--- config.mk ---
export PLATFORM = sky130hd
export DESIGN_NAME = euclidean_distance_isqrt
export DESIGN_NICKNAME = d
export VERILOG_FILES = /design/src/rtl/edi_pkg.sv /design/src/rtl/edi_sqsum.sv /design/src/rtl/edi_isqrt.sv /design/src/rtl/euclidean_distance_isqrt.sv
export VERILOG_INCLUDE_DIRS = /design/src /design/src/rtl
export SDC_FILE = /design/constraint.sdc
export NUM_CORES = 1
export LEC_CHECK = 0
export ABC_AREA = 0
export BUFFER_PORTS_ARGS = -buffer_cell sky130_fd_sc_hd__buf_2
export CORE_MARGIN = 1.5
export CORE_UTILIZATION = 60
export CTS_BUF_LIST = sky130_fd_sc_hd__clkbuf_8
export CTS_CLUSTER_SIZE = 12
export DETAILED_ROUTE_END_ITERATION = 16
export HOLD_SLACK_MARGIN = 0.12
export PLACE_DENSITY = 0.82
export SKIP_LAST_GASP = 1
export SYNTH_ARGS = -nofsm -noshare
export SYNTH_HDL_FRONTEND = slang
export SYNTH_SLANG_ARGS = --single-unit
--- constraint.sdc ---
create_clock -name clk -period 5.55 [get_ports clk]
set_clock_uncertainty 0.15 [all_clocks]
set_input_delay 0.555 -clock clk [delete_from_list [all_inputs] [get_ports clk]]
set_output_delay 0.555 -clock clk [all_outputs]
set_load 0.02 [all_outputs]
--- src/rtl/euclidean_distance_isqrt_defines.svh ---
// Assertion macros shared by the Euclidean distance RTL.
`ifndef EUCLIDEAN_DISTANCE_ISQRT_DEFINES_SVH
`define EUCLIDEAN_DISTANCE_ISQRT_DEFINES_SVH

// The consequent must hold in the same cycle as the antecedent.
`define EDI_ASSERT_SAME(label, ante, cons, msg) \
  label: assert property (@(posedge clk) disable iff (!rst_n) (ante) |-> (cons)) \
    else $error(msg);

// The consequent must hold in the cycle after the antecedent.
`define EDI_ASSERT_NEXT(label, ante, cons, msg) \
  label: assert property (@(posedge clk) disable iff (!rst_n) (ante) |=> (cons)) \
    else $error(msg);

`endif

--- src/rtl/edi_pkg.sv ---
// Shared constants, types and control structures for the Euclidean distance block.
`timescale 1ns / 1ps

package edi_pkg;

  localparam int COORD_BITS = 16;
  localparam int SQ_BITS    = 2 * COORD_BITS;
  localparam int CNT_BITS   = $clog2(COORD_BITS);

  typedef enum logic [2:0] {
    ST_IDLE,
    ST_SQUARE,
    ST_LOAD,
    ST_ROOT,
    ST_DONE
  } edi_state_t;

  typedef struct packed {
    logic sq_load;
    logic sq_step;
    logic rt_load;
    logic rt_step;
  } edi_ctrl_t;

endpackage

--- src/rtl/edi_sqsum.sv ---
// Bit-serial sum of squares of two signed offsets, one multiplier bit per cycle while sq_step is high.
`timescale 1ns / 1ps

module edi_sqsum (
  input  logic                                clk,
  input  edi_pkg::edi_ctrl_t                  ctrl,
  input  logic signed [edi_pkg::COORD_BITS-1:0] offset_x,
  input  logic signed [edi_pkg::COORD_BITS-1:0] offset_y,
  output logic        [edi_pkg::SQ_BITS-1:0]    sum_sq
);

  logic [edi_pkg::COORD_BITS-1:0] ax_r, ax_nxt;
  logic [edi_pkg::COORD_BITS-1:0] ay_r, ay_nxt;
  logic [edi_pkg::COORD_BITS-1:0] mx_r, mx_nxt;
  logic [edi_pkg::COORD_BITS-1:0] my_r, my_nxt;
  logic [edi_pkg::COORD_BITS:0]   hi_r, hi_nxt;
  logic [edi_pkg::COORD_BITS-1:0] lo_r, lo_nxt;
  logic [edi_pkg::COORD_BITS-1:0] mag_x;
  logic [edi_pkg::COORD_BITS-1:0] mag_y;
  logic [edi_pkg::COORD_BITS:0]   term_x;
  logic [edi_pkg::COORD_BITS:0]   term_y;
  logic [edi_pkg::COORD_BITS+1:0] acc;

  always_comb begin
    mag_x = offset_x[edi_pkg::COORD_BITS-1] ? (~offset_x + 1'b1) : offset_x;
    mag_y = offset_y[edi_pkg::COORD_BITS-1] ? (~offset_y + 1'b1) : offset_y;
    term_x = {1'b0, ax_r} & {(edi_pkg::COORD_BITS+1){mx_r[0]}};
    term_y = {1'b0, ay_r} & {(edi_pkg::COORD_BITS+1){my_r[0]}};
    acc = {1'b0, hi_r} + {1'b0, term_x} + {1'b0, term_y};
    ax_nxt = ax_r;
    ay_nxt = ay_r;
    mx_nxt = mx_r;
    my_nxt = my_r;
    hi_nxt = hi_r;
    lo_nxt = lo_r;
    if (ctrl.sq_load) begin
      ax_nxt = mag_x;
      ay_nxt = mag_y;
      mx_nxt = mag_x;
      my_nxt = mag_y;
      hi_nxt = '0;
      lo_nxt = '0;
    end else if (ctrl.sq_step) begin
      mx_nxt = {1'b0, mx_r[edi_pkg::COORD_BITS-1:1]};
      my_nxt = {1'b0, my_r[edi_pkg::COORD_BITS-1:1]};
      hi_nxt = acc[edi_pkg::COORD_BITS+1:1];
      lo_nxt = {acc[0], lo_r[edi_pkg::COORD_BITS-1:1]};
    end
  end

  always_ff @(posedge clk) begin
    ax_r <= ax_nxt;
    ay_r <= ay_nxt;
    mx_r <= mx_nxt;
    my_r <= my_nxt;
    hi_r <= hi_nxt;
    lo_r <= lo_nxt;
  end

  assign sum_sq = {hi_r[edi_pkg::COORD_BITS-1:0], lo_r};

endmodule

--- src/rtl/edi_isqrt.sv ---
// Restoring digit-by-digit integer square root, one root bit per cycle while rt_step is high.
`timescale 1ns / 1ps

module edi_isqrt (
  input  logic                              clk,
  input  edi_pkg::edi_ctrl_t                ctrl,
  input  logic [edi_pkg::SQ_BITS-1:0]       sum_sq,
  output logic [edi_pkg::COORD_BITS-1:0]    root
);

  logic [edi_pkg::SQ_BITS-1:0]    nsh_r, nsh_nxt;
  logic [edi_pkg::COORD_BITS:0]   rem_r, rem_nxt;
  logic [edi_pkg::COORD_BITS-1:0] root_r, root_nxt;
  logic [edi_pkg::COORD_BITS+2:0] rem_ext;
  logic [edi_pkg::COORD_BITS+2:0] trial;
  logic [edi_pkg::COORD_BITS+2:0] diff;
  logic                           fits;

  always_comb begin
    rem_ext = {rem_r, nsh_r[edi_pkg::SQ_BITS-1:edi_pkg::SQ_BITS-2]};
    trial   = {1'b0, root_r, 2'b01};
    diff    = rem_ext - trial;
    fits    = (rem_ext >= trial);
    nsh_nxt  = nsh_r;
    rem_nxt  = rem_r;
    root_nxt = root_r;
    if (ctrl.rt_load) begin
      nsh_nxt  = sum_sq;
      rem_nxt  = '0;
      root_nxt = '0;
    end else if (ctrl.rt_step) begin
      nsh_nxt  = {nsh_r[edi_pkg::SQ_BITS-3:0], 2'b00};
      rem_nxt  = fits ? diff[edi_pkg::COORD_BITS:0] : rem_ext[edi_pkg::COORD_BITS:0];
      root_nxt = {root_r[edi_pkg::COORD_BITS-2:0], fits};
    end
  end

  always_ff @(posedge clk) begin
    nsh_r  <= nsh_nxt;
    rem_r  <= rem_nxt;
    root_r <= root_nxt;
  end

  assign root = root_r;

endmodule

--- src/rtl/euclidean_distance_isqrt.sv ---
// Top level of the Euclidean distance block: sequencer, datapath units and result register.
// Each request passes through ST_SQUARE (bit-serial squarer, one multiplier bit a cycle), ST_LOAD,
// ST_ROOT (bit-serial root, one root bit a cycle) and ST_DONE; a new request is accepted only
// once the sequencer has finished the previous one and returned to idle.
// A finished result waits in the output register while the next request is accepted.
// Synchronous active-low reset returns the sequencer to idle and clears out_valid.
`timescale 1ns / 1ps
`include "euclidean_distance_isqrt_defines.svh"

module euclidean_distance_isqrt (
  input  logic                                  clk,
  input  logic                                  rst_n,
  input  logic                                  in_valid,
  output logic                                  in_ready,
  input  logic signed [edi_pkg::COORD_BITS-1:0] in_offset_x,
  input  logic signed [edi_pkg::COORD_BITS-1:0] in_offset_y,
  output logic                                  out_valid,
  input  logic                                  out_ready,
  output logic        [edi_pkg::COORD_BITS-1:0] out_distance
);

  edi_pkg::edi_state_t            state_r, state_nxt;
  logic [edi_pkg::CNT_BITS-1:0]   cnt_r, cnt_nxt;
  logic                           out_valid_r, out_valid_nxt;
  logic [edi_pkg::COORD_BITS-1:0] dist_r, dist_nxt;
  edi_pkg::edi_ctrl_t             ctrl;
  logic                           out_load;
  logic                           cnt_load;
  logic [edi_pkg::SQ_BITS-1:0]    sum_sq;
  logic [edi_pkg::COORD_BITS-1:0] root;

  edi_sqsum u_sqsum (
    .clk      (clk),
    .ctrl     (ctrl),
    .offset_x (in_offset_x),
    .offset_y (in_offset_y),
    .sum_sq   (sum_sq)
  );

  edi_isqrt u_isqrt (
    .clk    (clk),
    .ctrl   (ctrl),
    .sum_sq (sum_sq),
    .root   (root)
  );

  always_comb begin
    state_nxt = state_r;
    unique case (state_r)
      edi_pkg::ST_IDLE: begin
        if (in_valid) state_nxt = edi_pkg::ST_SQUARE;
      end
      edi_pkg::ST_SQUARE: begin
        if (cnt_r == '0) state_nxt = edi_pkg::ST_LOAD;
      end
      edi_pkg::ST_LOAD: begin
        state_nxt = edi_pkg::ST_ROOT;
      end
      edi_pkg::ST_ROOT: begin
        if (cnt_r == '0) state_nxt = edi_pkg::ST_DONE;
      end
      edi_pkg::ST_DONE: begin
        if (!out_valid_r || out_ready) state_nxt = edi_pkg::ST_IDLE;
      end
      default: state_nxt = edi_pkg::ST_IDLE;
    endcase
  end

  always_comb begin
    ctrl     = '0;
    in_ready = 1'b0;
    out_load = 1'b0;
    cnt_load = 1'b0;
    unique case (state_r)
      edi_pkg::ST_IDLE: begin
        in_ready     = 1'b1;
        ctrl.sq_load = in_valid;
        cnt_load     = in_valid;
      end
      edi_pkg::ST_SQUARE: begin
        ctrl.sq_step = 1'b1;
      end
      edi_pkg::ST_LOAD: begin
        ctrl.rt_load = 1'b1;
        cnt_load     = 1'b1;
      end
      edi_pkg::ST_ROOT: begin
        ctrl.rt_step = 1'b1;
      end
      edi_pkg::ST_DONE: begin
        out_load = !out_valid_r || out_ready;
      end
      default: begin
        ctrl = '0;
      end
    endcase
  end

  always_comb begin
    cnt_nxt = cnt_r;
    if (cnt_load) begin
      cnt_nxt = edi_pkg::CNT_BITS'(edi_pkg::COORD_BITS - 1);
    end else if (cnt_r != '0) begin
      cnt_nxt = cnt_r - edi_pkg::CNT_BITS'(1);
    end
    dist_nxt      = out_load ? root : dist_r;
    out_valid_nxt = out_load ? 1'b1 : (out_ready ? 1'b0 : out_valid_r);
  end

  always_ff @(posedge clk) begin
    if (!rst_n) begin
      state_r     <= edi_pkg::ST_IDLE;
      cnt_r       <= '0;
      out_valid_r <= 1'b0;
    end else begin
      state_r     <= state_nxt;
      cnt_r       <= cnt_nxt;
      out_valid_r <= out_valid_nxt;
    end
  end

  always_ff @(posedge clk) begin
    dist_r <= dist_nxt;
  end

  assign out_valid    = out_valid_r;
  assign out_distance = dist_r;

  `EDI_ASSERT_NEXT(a_accept_starts_square, in_valid && in_ready, state_r == edi_pkg::ST_SQUARE, "Accepted request did not start squaring.")
  `EDI_ASSERT_NEXT(a_square_to_load, state_r == edi_pkg::ST_SQUARE && cnt_r == '0, state_r == edi_pkg::ST_LOAD, "Squaring did not end after the last bit.")
  `EDI_ASSERT_NEXT(a_root_to_done, state_r == edi_pkg::ST_ROOT && cnt_r == '0, state_r == edi_pkg::ST_DONE, "Root did not end after the last bit.")
  `EDI_ASSERT_NEXT(a_result_not_overwritten, state_r == edi_pkg::ST_DONE && out_valid_r && !out_ready, state_r == edi_pkg::ST_DONE && out_valid_r, "Finished result left while the output was still occupied.")

endmodule

==> summary.md, run 1 <==
The flow ran to the end, and the final reports show no timing, DRC or antenna violations. Setup repair after global routing left no endpoint under its margin. For the pin count of the biggest net entering global routing, the log shows 67. Global routing used 23.0% of the available tracks. The floorplan step defined a die boundary enclosing 16,700 um2. Sequential cells account for 36.4% of the total power.

The worst-case reg-to-reg path depth is 11, and the power density over cell area is 519 nW/um2. For this run, the register share of the synthesized area comes to 50.7%. The number of nets in the synthesized netlist is 1,033. The type of the setup path with the least slack was register to register. The clock latency reported for the late side of the worst-skew pair is 490 ps.

The remaining number of nets flagged by the antenna check after routing came out at 0. The tree is rooted in a sky130_fd_sc_hd__clkbuf_8. After synthesis, the cell types taking the most area are sky130_fd_sc_hd__edfxtp_1, sky130_fd_sc_hd__dfxtp_1, sky130_fd_sc_hd__nand2_1. For the pin with the worst max-slew slack, the measured transition is 1190 ps.

The floorplan step set the die width to 129 um. The finished cells cover 10,400 um2. The first global-routing pass estimated 29.9 mm of wire. The run gives 9980 um2 as the standard cell area after detailed placement.

The final worst-path cycle share was 64.8%; the average instance area after synthesis was 10.1 um2. The area of the mapped netlist is 9550 um2. The tools report the number of top-level pins as 54. The number of vias per cell works out to 5.53. Net switching is 39.1% of the power. Internal power comes to 0.00330 W. After clock tree synthesis, the clock-pin slew on the worst setup and hold paths is 100 ps. The number of storage elements in the synthesis netlist works out to 186. The sum of internal, switching and leakage power is 0.00541 W, and the number of buffers inserted by post-CTS setup repair is 0.

Summed over all layers, the global routing overflow is 0. In this run the worst path has a maximum fanout of 16. The run gives 0 as the total count of max-transition violations in the final report.

The clock net sink count is 186, and the fmax is 278 MHz. The worst setup path is captured at a register. In this run, synthesis inferred 112 flip-flops with an integrated enable. After the last flow step, the layout net total stands at 1,076.

Buffers inserted during clock tree synthesis total 17. Across the run, the number of max-cap violations was 0. Routed wire length: 18.0 mm. The run gives 64 as the number of library cell types mapped by synthesis.

The critical path goes through nand2_1, fa_1, inv_1, ha_1, and4_1, a21boi_0, a41oi_1, a31oi_1, o41ai_1, mux2i_1, o221ai_1. The tools report the type of origin of the critical path as a register. The filler cells instantiated in the layout total 1,152. The DRC violations left was 0; the final setup TNS was 0 ps. The tools report the number of warnings issued by yosys as 0. After legalization and detailed placement, the total HPWL measured 12.5 mm. For the relative slew slack, the log shows 20.6%.

The layout cell share with drive strength beyond 1 was 14.1%; the synthesized instance count was 943. Per report_power, the clock group accounts for 18.8% of the total. Of the post-synthesis cell area, the dominant cell type holds 35.2%. In this run, the combinational gates consume 44.8% of the power. The average wire per standard cell came out at 14.9 um.

Data arrives at the worst endpoint at 3770 ps. Buffers inserted to repair hold after CTS numbered 0. The class of the most critical hold timing path was input pin to register.

The maximum level of the CTS H-tree was 4; the leakage power total was 4.38 nW. The run gives 0.290 mV as the maximum vdd ir drop. The proportion of register bits with asynchronous set or reset after synthesis was 0%. STA puts the critical path data required time at 5730 ps.

The length of the first detailed-routing pass in iterations is 5. After floorplanning, the core was divided into 45 placement rows. The weighted congestion reported at the end of routability-driven placement is 0.904. For this design, the slowest cell found on the critical path is sky130_fd_sc_hd__edfxtp_1. For this run, the leading register cell type out of synthesis is sky130_fd_sc_hd__edfxtp_1.

The run gives 0.00211 W as the total net switching power. The antenna cell count was 0. Number of gates resized after cts: 0.

Placeable core area: 15,400 um2. The layout overhead on the synthesized area was 9.16%. The run gives 0 as the hold violation total from the final report. The routed design could run at a clock period as short as 3600 ps.

The count of final setup violators is 0, and the initial cell density of the core is 62.1%. The run gives 0 as the initial antenna violation count. The number of port buffers is 53. The number of cells on the worst hold path is 1, and the via count is 6,696. TritonCTS built the clock tree.

For this run, the slowest stage of the critical path takes 660 ps. The maximum buffer depth of the clock tree came out at 2. The cell type contributing the most total cell area after synthesis was sky130_fd_sc_hd__edfxtp_1. The number of global-route vias before repair was 6,156; the y dimension of the die was 129 um. The detailed router finished its first iteration with 611 violations.
area by class of cell:
class                   instances  area, um2  area share, %
clock inverters                15        209           2.00
clock buffers                  17        234           2.24
flip-flops and latches        186       4840           46.5
well taps                     211        264           2.53
inverters                      78        293           2.81
multi-input cells             644       4270           41.0
repair buffers                 59        310           2.98
kinds of logic after synthesis:
logic type                 after synthesis  share of synthesized area [%]
and+or+nand+nor                        333                           15.4
DFF                                    186                           50.7
AOI/OAI and AO/OA                      164                           11.4
buffers and inverters                  113                           4.61
adders and majority gates               54                           8.41
xor gates and xnor gates                53                           4.86
muxes                                   40                           4.58
worst max-delay path, delay by kind of cell, from the launching register on:
family,cells,cell delay (ps)
adder cells (fa/ha/maj),2,920
multiplexers,1,230
AND/OR/NAND/NOR,2,390
buffers and inverters,1,60
AO/OA/AOI/OAI,5,1040
flip-flops,1,660
synthesized netlist by cell type (5+ instances only):
cell type                  number
sky130_fd_sc_hd__or3_1          5
sky130_fd_sc_hd__o21a_1        10
sky130_fd_sc_hd__a21o_1        10
sky130_fd_sc_hd__o21ai_0       58
sky130_fd_sc_hd__buf_1          6
sky130_fd_sc_hd__a211oi_1       6
sky130_fd_sc_hd__inv_1         76
sky130_fd_sc_hd__nand2_1      202
sky130_fd_sc_hd__and3_1         8
sky130_fd_sc_hd__ha_1          37
sky130_fd_sc_hd__xor2_1        14
sky130_fd_sc_hd__nor2b_1        5
sky130_fd_sc_hd__dfxtp_1       74
sky130_fd_sc_hd__nand2b_1       5
sky130_fd_sc_hd__mux2i_1       10
sky130_fd_sc_hd__nor2_1        23
sky130_fd_sc_hd__nand3_1       48
sky130_fd_sc_hd__o31ai_1        8
sky130_fd_sc_hd__mux2_2        30
sky130_fd_sc_hd__a21oi_1       28
sky130_fd_sc_hd__nor3_1        11
sky130_fd_sc_hd__clkbuf_1      23
sky130_fd_sc_hd__fa_1          17
sky130_fd_sc_hd__and2_1         7
sky130_fd_sc_hd__edfxtp_1     112
sky130_fd_sc_hd__xnor2_1       39
flip-flops by register name (all words and copies together) (netlist names), 4 cells and up:
| name | flops |
|---|---|
| u_isqrt.nsh_r | 32 |
| u_isqrt.rem_r | 17 |
| u_sqsum.hi_r | 17 |
| out_distance | 16 |
| u_isqrt.root | 16 |
| u_sqsum.ax_r | 16 |
| u_sqsum.ay_r | 16 |
| u_sqsum.lo_r | 16 |
| u_sqsum.mx_r | 16 |
| u_sqsum.my_r | 16 |
| cnt_r | 4 |
final timing paths:
check | slack [ps] | startpoint | endpoint
max | 1950 | u_sqsum.mx_r[0] | u_sqsum.hi_r[15]
min | 150 | in_offset_y[0] | u_sqsum.ay_r[0]
max reg2reg | 1950 | u_sqsum.mx_r[0] | u_sqsum.hi_r[15]
min reg2reg | 290 | u_isqrt.root[15] | out_distance[15]
cells in the final DEF (no fill, tap or decap), types with 3 or more instances in the layout:
| cell | synthesis | layout |
|---|---|---|
| sky130_fd_sc_hd__and2_1 | 7 | 7 |
| sky130_fd_sc_hd__inv_1 | 76 | 76 |
| sky130_fd_sc_hd__inv_6 | 0 | 6 |
| sky130_fd_sc_hd__nand4_1 | 4 | 4 |
| sky130_fd_sc_hd__a21oi_1 | 28 | 28 |
| sky130_fd_sc_hd__a211oi_1 | 6 | 6 |
| sky130_fd_sc_hd__mux2_2 | 30 | 30 |
| sky130_fd_sc_hd__or3_1 | 5 | 5 |
| sky130_fd_sc_hd__a21oi_2 | 3 | 3 |
| sky130_fd_sc_hd__o21ai_1 | 3 | 3 |
| sky130_fd_sc_hd__o211ai_1 | 3 | 3 |
| sky130_fd_sc_hd__nand2b_1 | 5 | 5 |
| sky130_fd_sc_hd__ha_1 | 37 | 37 |
| sky130_fd_sc_hd__bufinv_16 | 0 | 4 |
| sky130_fd_sc_hd__o22ai_1 | 4 | 4 |
| sky130_fd_sc_hd__nor2_2 | 2 | 3 |
| sky130_fd_sc_hd__nor2_1 | 23 | 22 |
| sky130_fd_sc_hd__nor4_1 | 4 | 4 |
| sky130_fd_sc_hd__xnor2_1 | 39 | 39 |
| sky130_fd_sc_hd__buf_2 | 4 | 53 |
| sky130_fd_sc_hd__fa_1 | 17 | 17 |
| sky130_fd_sc_hd__o21a_1 | 10 | 10 |
| sky130_fd_sc_hd__o31ai_1 | 8 | 8 |
| sky130_fd_sc_hd__nor2b_1 | 5 | 5 |
| sky130_fd_sc_hd__mux2i_1 | 10 | 10 |
| sky130_fd_sc_hd__and3_1 | 8 | 8 |
| sky130_fd_sc_hd__nand2_1 | 202 | 201 |
| sky130_fd_sc_hd__a32oi_1 | 4 | 4 |
| sky130_fd_sc_hd__xor2_1 | 14 | 14 |
| sky130_fd_sc_hd__edfxtp_1 | 112 | 112 |
| sky130_fd_sc_hd__nand3_1 | 48 | 48 |
| sky130_fd_sc_hd__a21o_1 | 10 | 10 |
| sky130_fd_sc_hd__dfxtp_1 | 74 | 74 |
| sky130_fd_sc_hd__buf_4 | 1 | 6 |
| sky130_fd_sc_hd__o31ai_2 | 3 | 3 |
| sky130_fd_sc_hd__clkbuf_8 | 0 | 17 |
| sky130_fd_sc_hd__o21ai_0 | 58 | 58 |
| sky130_fd_sc_hd__nor3_1 | 11 | 11 |
power groups by stage:
stage | Clock [W] | Combinational, W | Sequential (W)
final | 0.00102 | 0.00243 | 0.00197
after global routing | 0.00108 | 0.00272 | 0.00200
after CTS | 0.00102 | 0.00241 | 0.00197
after detailed placement | 0 | 0.00238 | 0.00200
after global placement | 0 | 0.00231 | 0.00199
after floorplan | 0 | 0.00199 | 0.00193
per-stage QoR:
| step | setup slack (ps) | instances | hold slack, ps | utilization (%) |
|---|---|---|---|---|
| 6_report | 1950 | 1210 | 152 | 67.8 |
| 5_1_grt | 1720 | 1210 | 138 | 67.8 |
| 4_1_cts | 1960 | 1210 | 148 | 67.8 |
| 3_5_place_dp | 2020 | 1178 | 270 | 65.0 |
| 3_3_place_gp | 2150 | 1178 | 265 | 65.0 |
| 2_1_floorplan | 2290 | 943 | 258 | - |
routing by layer:
layer / wire (um) / GRT usage, %
met3: 621 / 4.34
met5: 0 / 0
met2: 8550 / 36.5
met4: 274 / 7.47
met1: 8530 / 32.1
Note: power is estimated with default switching activity, not from simulation.
==> inputs of run 2 (changes only) <==
--- a/config.mk
+++ b/config.mk
@@ -6,10 +6,10 @@
 export SDC_FILE = /design/constraint.sdc
 export NUM_CORES = 1
 export LEC_CHECK = 0
-export ABC_AREA = 0
+export ABC_AREA = 1
 export BUFFER_PORTS_ARGS = -buffer_cell sky130_fd_sc_hd__buf_2
 export CORE_MARGIN = 1.5
-export CORE_UTILIZATION = 60
+export CORE_UTILIZATION = 58
 export CTS_BUF_LIST = sky130_fd_sc_hd__clkbuf_8
 export CTS_CLUSTER_SIZE = 12
 export DETAILED_ROUTE_END_ITERATION = 16
==> constraint.sdc (replaced) <==
create_clock -name clk -period 3.3 [get_ports clk]
set_clock_uncertainty 0.15 [all_clocks]
set_input_delay 0.33 -clock clk [delete_from_list [all_inputs] [get_ports clk]]
set_output_delay 0.33 -clock clk [all_outputs]
set_load 0.02 [all_outputs]
==> run 2 against run 1 <==
Utilization is 1.8 points lower. Fmax is 20% higher. Non-clock buffer count is 29 higher. Count of clock-buffer cells in the layout stayed put. Synthesized cell count is 26% higher. Final area is 5.4% higher.
==> summary.md, run 2 <==
The total count of max-transition violations in the final report was 0 (unchanged); the worst endpoint required time was 3510 ps (-2220 ps). Cell total after placement: 1,439 (+22%). Number of warnings issued by yosys: 0 (unchanged).

Number of storage elements in the synthesis netlist: 186 (unchanged). The flow ran to the end, and the final reports show no timing, DRC or antenna violations. The remaining number of nets flagged by the antenna check after routing came out at 0 (unchanged). The clock latency reported for the late side of the worst-skew pair is 460 ps (-30 ps). Biggest fanout along the worst timing path: 13 (-3). The number of enable flip-flop cells after synthesis works out to 112 (unchanged). The largest registers in the layout are u_isqrt.nsh_r x32, u_isqrt.rem_r x17, u_sqsum.hi_r x17.

The number of vias per cell was 5.30 (-4.2%); the number of standard cells in the final layout excluding fillers was 1,495 (+24%). Among all flip-flop cells after synthesis, the most frequent one is sky130_fd_sc_hd__edfxtp_1. The placed wire-length estimate after detailed placement was 15.7 mm (+25%); the total nets after synthesis was 1,280 (+24%).

The clock net sink count came out at 186 (unchanged). The run gives 35.4% (+15 points) as the relative slew slack. The layout cell share with drive strength beyond 1 was 8.94% (-5.2 points).

The tools report the hold violation total from the final report as 0 (unchanged). For the total net switching power, the log shows 0.00540 W (+160%). The register with the most flip-flops in the final layout is u_isqrt.nsh_r. The switching fraction of total power is 47.4% (+8.3 points). The tools report the row count as 47 (+4.4%).

The tree is rooted in a sky130_fd_sc_hd__clkbuf_8. The initial antenna violation count was 0 (unchanged). Cell type contributing the most total cell area after synthesis: sky130_fd_sc_hd__edfxtp_1.

The maximum buffer depth of the clock tree came out at 2 (unchanged). In the layout the commonest cells are sky130_fd_sc_hd__nand2_1, sky130_fd_sc_hd__inv_1, sky130_fd_sc_hd__edfxtp_1, sky130_fd_sc_hd__nor2_1, sky130_fd_sc_hd__dfxtp_1. The share of total power in the clock network was 11.0% (-7.8 points). The clock slew seen by the registers of the worst setup and hold paths is 90 ps (about the same), and the share of total power in combinational logic is 56.3% (+12 points).

The run gives 37 (-42%) as the number of library cell types mapped by synthesis. The logs give 532 (-13%) for the DRC marker count from the first detailed-route iteration and 75 (+12%) for the pin count of the biggest net entering global routing. The horizontal die dimension is 134 um (+3.7%).

The synthesized instance count is 1,190 (+26%), and the average wire per standard cell is 14.4 um (-3.1%). The routed wire length came out at 21.5 mm (+20%). Power density over cell area: 1040 nW/um2 (+100%).

Minimum setup slack in the final design: 295 ps (-1660 ps). The type of the setup path with the least slack is register to register. For the initial cell density of the core, the log shows 59.8% (-2.4 points). The layout overhead on the synthesized area was 10.5%. Number of top-level pins: 54 (unchanged). The shortest period the worst path allows is 3010 ps (-591 ps).

The largest delay contributor family on the critical path is adder cells. The final setup TNS is 0 ps (unchanged). The tools report the antenna cell count as 0 (unchanged). The die area is 17,900 um2 (+7.5%). The worst-case reg-to-reg path depth was 15 (+4). TritonCTS built the clock tree. Counting stages on the worst path, the most repeated cell is sky130_fd_sc_hd__nand2_1. The CTS buffer count was 17 (unchanged).

The tools report the wire length of the first global-routing pass as 35.9 mm (+20%). Setup slack at placement: 357 ps (-1660 ps). The area of the mapped netlist is 9950 um2 (+4.1%). The number of cells on the worst hold path is 3 (+2).

The average instance area after synthesis came out at 8.36 um2 (-17%). The number of gates resized after cts came out at 0 (unchanged). The via count is 7,928 (+18%), and the maximum cell stage delay along the critical path is 510 ps (-150 ps). The run gives 7,622 (+24%) as the number of global-route vias before repair. Walking the worst path, the cells encountered are buf_4, nand2_1, fa_1, inv_1, ha_1, a21oi_1, nand2_1, a21boi_0, nor2_1, nand2_1, nand2_1, nand2_1, nand3_1, nand3_1, inv_1. The leakage power total was 5.14 nW (+17%). The y dimension of the die is 134 um (+3.7%), and the overall routing resource usage is 25.3% (+2.3 points). The tools report the internal power summed over all cells as 0.00600 W (+82%). The tools report the final net count as 1,352 (+26%). The placeable core area was 16,600 um2 (+8.3%); the total of max-cap violations was 0 (unchanged). Setup repair after global routing left no endpoint under its margin. The type of origin of the critical path was a register.

The number of port buffers is 53 (unchanged). The library cell used most frequently in the layout, excluding fill and tap cells, is sky130_fd_sc_hd__nand2_1. The logs give 0 (unchanged) for the DRC violations left and 5 (unchanged) for the length of the first detailed-routing pass in iterations. Proportion of register bits with asynchronous set or reset after synthesis: 0% (unchanged). The critical path's slowest cell was sky130_fd_sc_hd__fa_1. The run gives 0.971 (+7.3%) as the weighted congestion reported at the end of routability-driven placement. Yosys attributes the largest share of cell area to sky130_fd_sc_hd__edfxtp_1, sky130_fd_sc_hd__dfxtp_1, sky130_fd_sc_hd__nand2_1. The slew at the pin with the worst max-slew slack was 968 ps (-221 ps); the portion of total power attributed to sequential cells was 32.7% (-3.7 points). Maximum level of the CTS H-tree: 4 (unchanged). The most instantiated library cell after synthesis was sky130_fd_sc_hd__nand2_1. The maximum vdd ir drop came out at 0.616 mV (+110%). The count of final setup violators is 0 (unchanged). The number of flip-flops in the largest register is 32 (unchanged).

The sequential cell area fraction in the yosys report is 48.7% (-2.0 points). The total overflow reported by the global router was 0 (unchanged); the final worst-path cycle share was 91.1% (+26 points). The area fraction of the dominant cell type after synthesis was 33.8% (-1.4 points); the instance count on the critical path was 15 (+4). Arrival time at the worst endpoint: 3220 ps (-550 ps). After synthesis, the most frequently instantiated cells are sky130_fd_sc_hd__nand2_1, sky130_fd_sc_hd__inv_1, sky130_fd_sc_hd__edfxtp_1. The class of the most critical hold timing path is input pin to register. Endpoint class of the critical path: a register. The fmax came out at 333 MHz (+20%).

The number of buffer and inverter instances along the worst setup path was 3 (+2).
-- run 2: cell types whose count changed in the layout (fill, tap and decap cells not counted), moves of 28 or more --
cell                      before  now
sky130_fd_sc_hd__o22ai_1       4   32
sky130_fd_sc_hd__inv_1        76  194
sky130_fd_sc_hd__nor2_1       22   74
sky130_fd_sc_hd__nand2_1     201  330
sky130_fd_sc_hd__xnor2_1      39   11
sky130_fd_sc_hd__mux2_2       30    0
-- run 2: path summary, 6_finish.rpt --
check | start | to | slack, ps
worst max-delay path | u_sqsum.my_r[0] | u_sqsum.hi_r[10] | 290
worst min-delay path | in_offset_y[3] | u_sqsum.ay_r[3] | 160
worst max register to register | u_sqsum.my_r[0] | u_sqsum.hi_r[10] | 290
worst min register to register | u_isqrt.root[0] | out_distance[0] | 290
-- run 2: timing repair --
action	in CTS	in global routing
setup buffers	0	0
hold buffers	24	0
hold endpoints to repair	32	0
-- run 2: power groups by stage --
stage | clock [W] | combinational [W] | sequential [W]
after floorplan | 0 | 0.00486 | 0.00372
after global placement | 0 | 0.00612 | 0.00376
after detailed placement | 0 | 0.00626 | 0.00378
after CTS | 0.00128 | 0.00632 | 0.00373
after global routing | 0.00136 | 0.00723 | 0.00380
final | 0.00126 | 0.00642 | 0.00373
-- run 2: routing by layer --
metal,part of all wire [%],track usage [%],vias to the layer above,routed length (um)
met5,0,0,-,0
met4,2.3,9.96,0,500
met3,4.1,3.55,34,890
met2,48,42.2,203,10300
met1,46,33.5,3700,9820
li1,-,-,3991,-
-- run 2: logic make-up (layout without fill, tap and decap cells) --
group / Yosys count / count (layout) / share of synthesized area [%]
adder cells (fa/ha/maj): 54 / 54 / 8.08
AO/OA/AOI/OAI: 167 / 167 / 9.30
buffers and inverters: 229 / 314 / 8.91
flip-flops: 186 / 186 / 48.7
XOR/XNOR: 38 / 38 / 3.35
AND/OR/NAND/NOR: 516 / 516 / 21.7
-- run 2: per-stage QoR --
| step | cell area [um2] | hold WS [ps] | utilization, % | power, W |
|---|---|---|---|---|
| 2_1_floorplan | 9950 | 258 | - | 0.00858 |
| 3_3_place_gp | 10400 | 262 | 62.7 | 0.00987 |
| 3_5_place_dp | 10400 | 270 | 62.7 | 0.0100 |
| 4_1_cts | 11000 | 133 | 66.0 | 0.0113 |
| 5_1_grt | 11000 | 162 | 66.0 | 0.0124 |
| 6_report | 11000 | 156 | 66.0 | 0.0114 |
-- run 2: layout make-up --
cell class,instances,area [um2]
Fill cell,1332,5650
Sequential cell,186,4840
Multi-Input combinational cell,775,4220
Inverter,194,728
Timing Repair Buffer,88,613
Tap cell,220,275
Clock buffer,17,234
Clock inverter,15,75.1
-- run 2: worst min-delay path, delay by kind of cell --
kind,cells,cell delay [ps]
buffers and inverters,2,170
XOR/XNOR,1,90
==> inputs of run 3 (changes only) <==
--- a/config.mk
+++ b/config.mk
@@ -9,12 +9,12 @@
 export ABC_AREA = 1
 export BUFFER_PORTS_ARGS = -buffer_cell sky130_fd_sc_hd__buf_2
 export CORE_MARGIN = 1.5
-export CORE_UTILIZATION = 58
+export CORE_UTILIZATION = 60
 export CTS_BUF_LIST = sky130_fd_sc_hd__clkbuf_8
 export CTS_CLUSTER_SIZE = 12
 export DETAILED_ROUTE_END_ITERATION = 16
 export HOLD_SLACK_MARGIN = 0.12
-export PLACE_DENSITY = 0.82
+export PLACE_DENSITY = 0.81
 export SKIP_LAST_GASP = 1
 export SYNTH_ARGS = -nofsm -noshare
 export SYNTH_HDL_FRONTEND = slang
==> constraint.sdc (replaced) <==
create_clock -name clk -period 2.85 [get_ports clk]
set_clock_uncertainty 0.15 [all_clocks]
set_input_delay 0.285 -clock clk [delete_from_list [all_inputs] [get_ports clk]]
set_output_delay 0.285 -clock clk [all_outputs]
set_load 0.02 [all_outputs]
==> run 3 against run 2 <==
Non-clock buffer count grew 23. Largest cell class unchanged. Clock power grew 53%. Critical path depth shrank 1. Largest power group unchanged.
==> summary.md, run 3 (synthesis gave the netlist of run 2 again) <==
For the clock net sink count, the log shows 186 (unchanged). The number of flip-flops in the largest register came out at 32 (unchanged). The arrival time at the worst endpoint was 3020 ps (-200 ps).

The number of port buffers is 53 (unchanged), and the final net count is 1,375 (+1.7%). For the initial antenna violation count, the log shows 0 (unchanged). The y dimension of the die works out to 132 um (-1.6%). The run gives 17 (unchanged) as the CTS buffer count. In the final layout, the registers with the most flip-flops are u_isqrt.nsh_r x32, u_isqrt.rem_r x17, u_sqsum.hi_r x17. The routed wire length came out at 22.2 mm (+3.2%). The class of the most critical hold timing path was input pin to register. The remaining number of nets flagged by the antenna check after routing was 0 (unchanged); the placeable core area was 16,100 um2 (-3.5%).

Fill cell instance count of the final layout: 1,152 (-14%). The DRC violations left came out at 0 (unchanged). The cell at the root of the clock tree is sky130_fd_sc_hd__clkbuf_8.

The run finished with clean final reports. The maximum cell stage delay along the critical path was 510 ps (about the same); the horizontal die dimension was 132 um (-1.6%). The layout cell share with drive strength beyond 1 was 13.5% (+4.5 points). The logs give 4 (unchanged) for the maximum level of the CTS H-tree and 36.0 mm (+0.42%) for the wire length of the first global-routing pass. The maximum vdd ir drop came out at 0.853 mV (+39%). The average wire per standard cell works out to 14.7 um (+1.9%). The relative slew slack is 52.4% (+17 points).

The run gives 0 (unchanged) as the total of max-cap violations. The final non-filler cell area came out at 11,600 um2 (+5.3%). Initial cell density of the core: 61.9% (+2.2 points). The minimum setup slack in the final design was 59.9 ps (-235 ps). The clock slew seen by the registers of the worst setup and hold paths works out to 100 ps (about the same).

Die area: 17,400 um2 (-3.3%). The shortest period the worst path allows was 2790 ps (-215 ps). TritonCTS built the clock tree. The slowest stage of the critical path belongs to the cell sky130_fd_sc_hd__edfxtp_1. The pin count of the biggest net entering global routing came out at 73 (-2.7%). Setup repair after global routing could not meet its margin everywhere. Walking the worst path, the cells encountered are buf_6, nand2_1, fa_1, inv_1, ha_4, a21oi_2, nand2_2, buf_6, nand3_1, nand3_2, a21oi_2, o21ai_1, nand2_1, inv_1.

The logs give 7,680 (+0.76%) for the number of global-route vias before repair and 10,500 um2 (+0.46%) for the standard cell area after detailed placement. The DRC marker count from the first detailed-route iteration was 639 (+20%). STA classifies the critical path startpoint as a register.

Biggest fanout along the worst timing path: 7 (-6). The slew at the pin with the worst max-slew slack was 713 ps (-254 ps). The layout overhead on the synthesized area is 16.3%, and the antenna cell count is 0 (unchanged). The total overflow reported by the global router came out at 0 (unchanged).

The maximum buffer depth of the clock tree is 2 (unchanged). The endpoint class of the critical path was a register. The tightest hold margin is 161 ps (+4.82 ps). The setup slack at placement is 8.48 ps (-349 ps), and the placed wire-length estimate after detailed placement is 15.2 mm (-2.7%). The logs give 0 ps (unchanged) for the final setup TNS and 0.889 (-8.4%) for the weighted congestion reported at the end of routability-driven placement.

The tools report the number of top-level pins as 54 (unchanged). The tools report the total count of max-transition violations in the final report as 0 (unchanged). u_isqrt.nsh_r holds more flip-flops than any other register.

Reg-to-reg setup timing slack: 60 ps (-230 ps). Leaving out fill and tap cells, the most frequent cells in the layout are sky130_fd_sc_hd__nand2_1, sky130_fd_sc_hd__inv_1, sky130_fd_sc_hd__edfxtp_1, sky130_fd_sc_hd__dfxtp_1, sky130_fd_sc_hd__nor2_1. The logs give 0 (unchanged) for the count of final setup violators and 3080 ps (-430 ps) for the worst endpoint required time. The hold violation total from the final report is 0 (unchanged). The via count was 8,150 (+2.8%).

The leakage power total was 5.28 nW (+2.8%); the number of vias per cell was 5.38 (+1.5%). The length of the first detailed-routing pass in iterations is 6 (+1), and the fmax is 358 MHz (+7.7%). Most common cell after layout, fill and taps aside: sky130_fd_sc_hd__nand2_1. By startpoint and endpoint, the worst setup path is classified as register to register.

The clock latency reported for the late side of the worst-skew pair was 490 ps (+30 ps). The tools report the utilization of the core after routing as 72.1% (+6.0 points). The final worst-path cycle share is 97.9% (+6.8 points), and the power density over cell area is 1270 nW/um2 (+22%).

The row count was 46 (-2.1%). The overall routing resource usage was 25.9% (+0.60 points).
run 3: cell types whose count changed in the layout (fill, tap and decap cells not counted), sizes merged:
cell	change
buf	+13
clkinvlp	-1
dlygate4sd3	+10
bufinv	+2
inv	-3
clkinv	+2
run 3: through the flow:
stage,std cells,power [W]
after floorplan,1190,0.00994
after global placement,1442,0.0116
after detailed placement,1442,0.0117
after CTS,1508,0.0138
after global routing,1514,0.0158
final,1514,0.0146
run 3: per-layer routing:
layer	global-route usage (%)	vias up	share of wire [%]
met5	0	-	0
met4	9.69	0	2.4
met3	4.81	49	6.3
met2	41.8	288	47
met1	35.0	3766	44
li1	-	4047	-
run 3: path summary, 6_finish.rpt:
path                                       from               end  cells after the start
worst max-delay path            u_sqsum.my_r[0]  u_sqsum.hi_r[12]                     14
worst min-delay path            in_offset_x[15]   u_sqsum.ax_r[1]                      3
worst max register to register  u_sqsum.my_r[0]  u_sqsum.hi_r[12]                     14
worst min register to register  u_isqrt.root[5]   out_distance[5]                      0
run 3: layout make-up:
cell class	instances	area (um2)	area share, %
timing repair buffer	111	822	7.11
clock inverter	15	221	1.91
clock buffer	17	234	2.02
sequential	186	4840	41.9
multi-input combinational	775	4450	38.5
tap	216	270	2.34
inverter	194	728	6.29
run 3: worst max-delay path, delay by kind of cell, from the launching register on:
family                     cells  cell delay [ps]
DFF                            1              510
buffers and inverters          4              410
adders and majority gates      2              790
and+or+nand+nor                5              410
AOI/OAI and AO/OA              3              410
run 3: where the power goes:
group	internal, W	switching (W)
Sequential	0.00398	0.000333
Combinational	0.00295	0.00545
Clock	0.000847	0.00108
Total	0.00778	0.00686
run 3: repair_timing:
action / CTS / global route
setup endpoints to repair: 1 / 10
gates cloned: 0 / 1
hold buffers: 34 / 0
endpoints found under the hold margin: 56 / 0
resized for setup: 1 / 54
pin swaps: 0 / 18
buffers inserted: 0 / 5
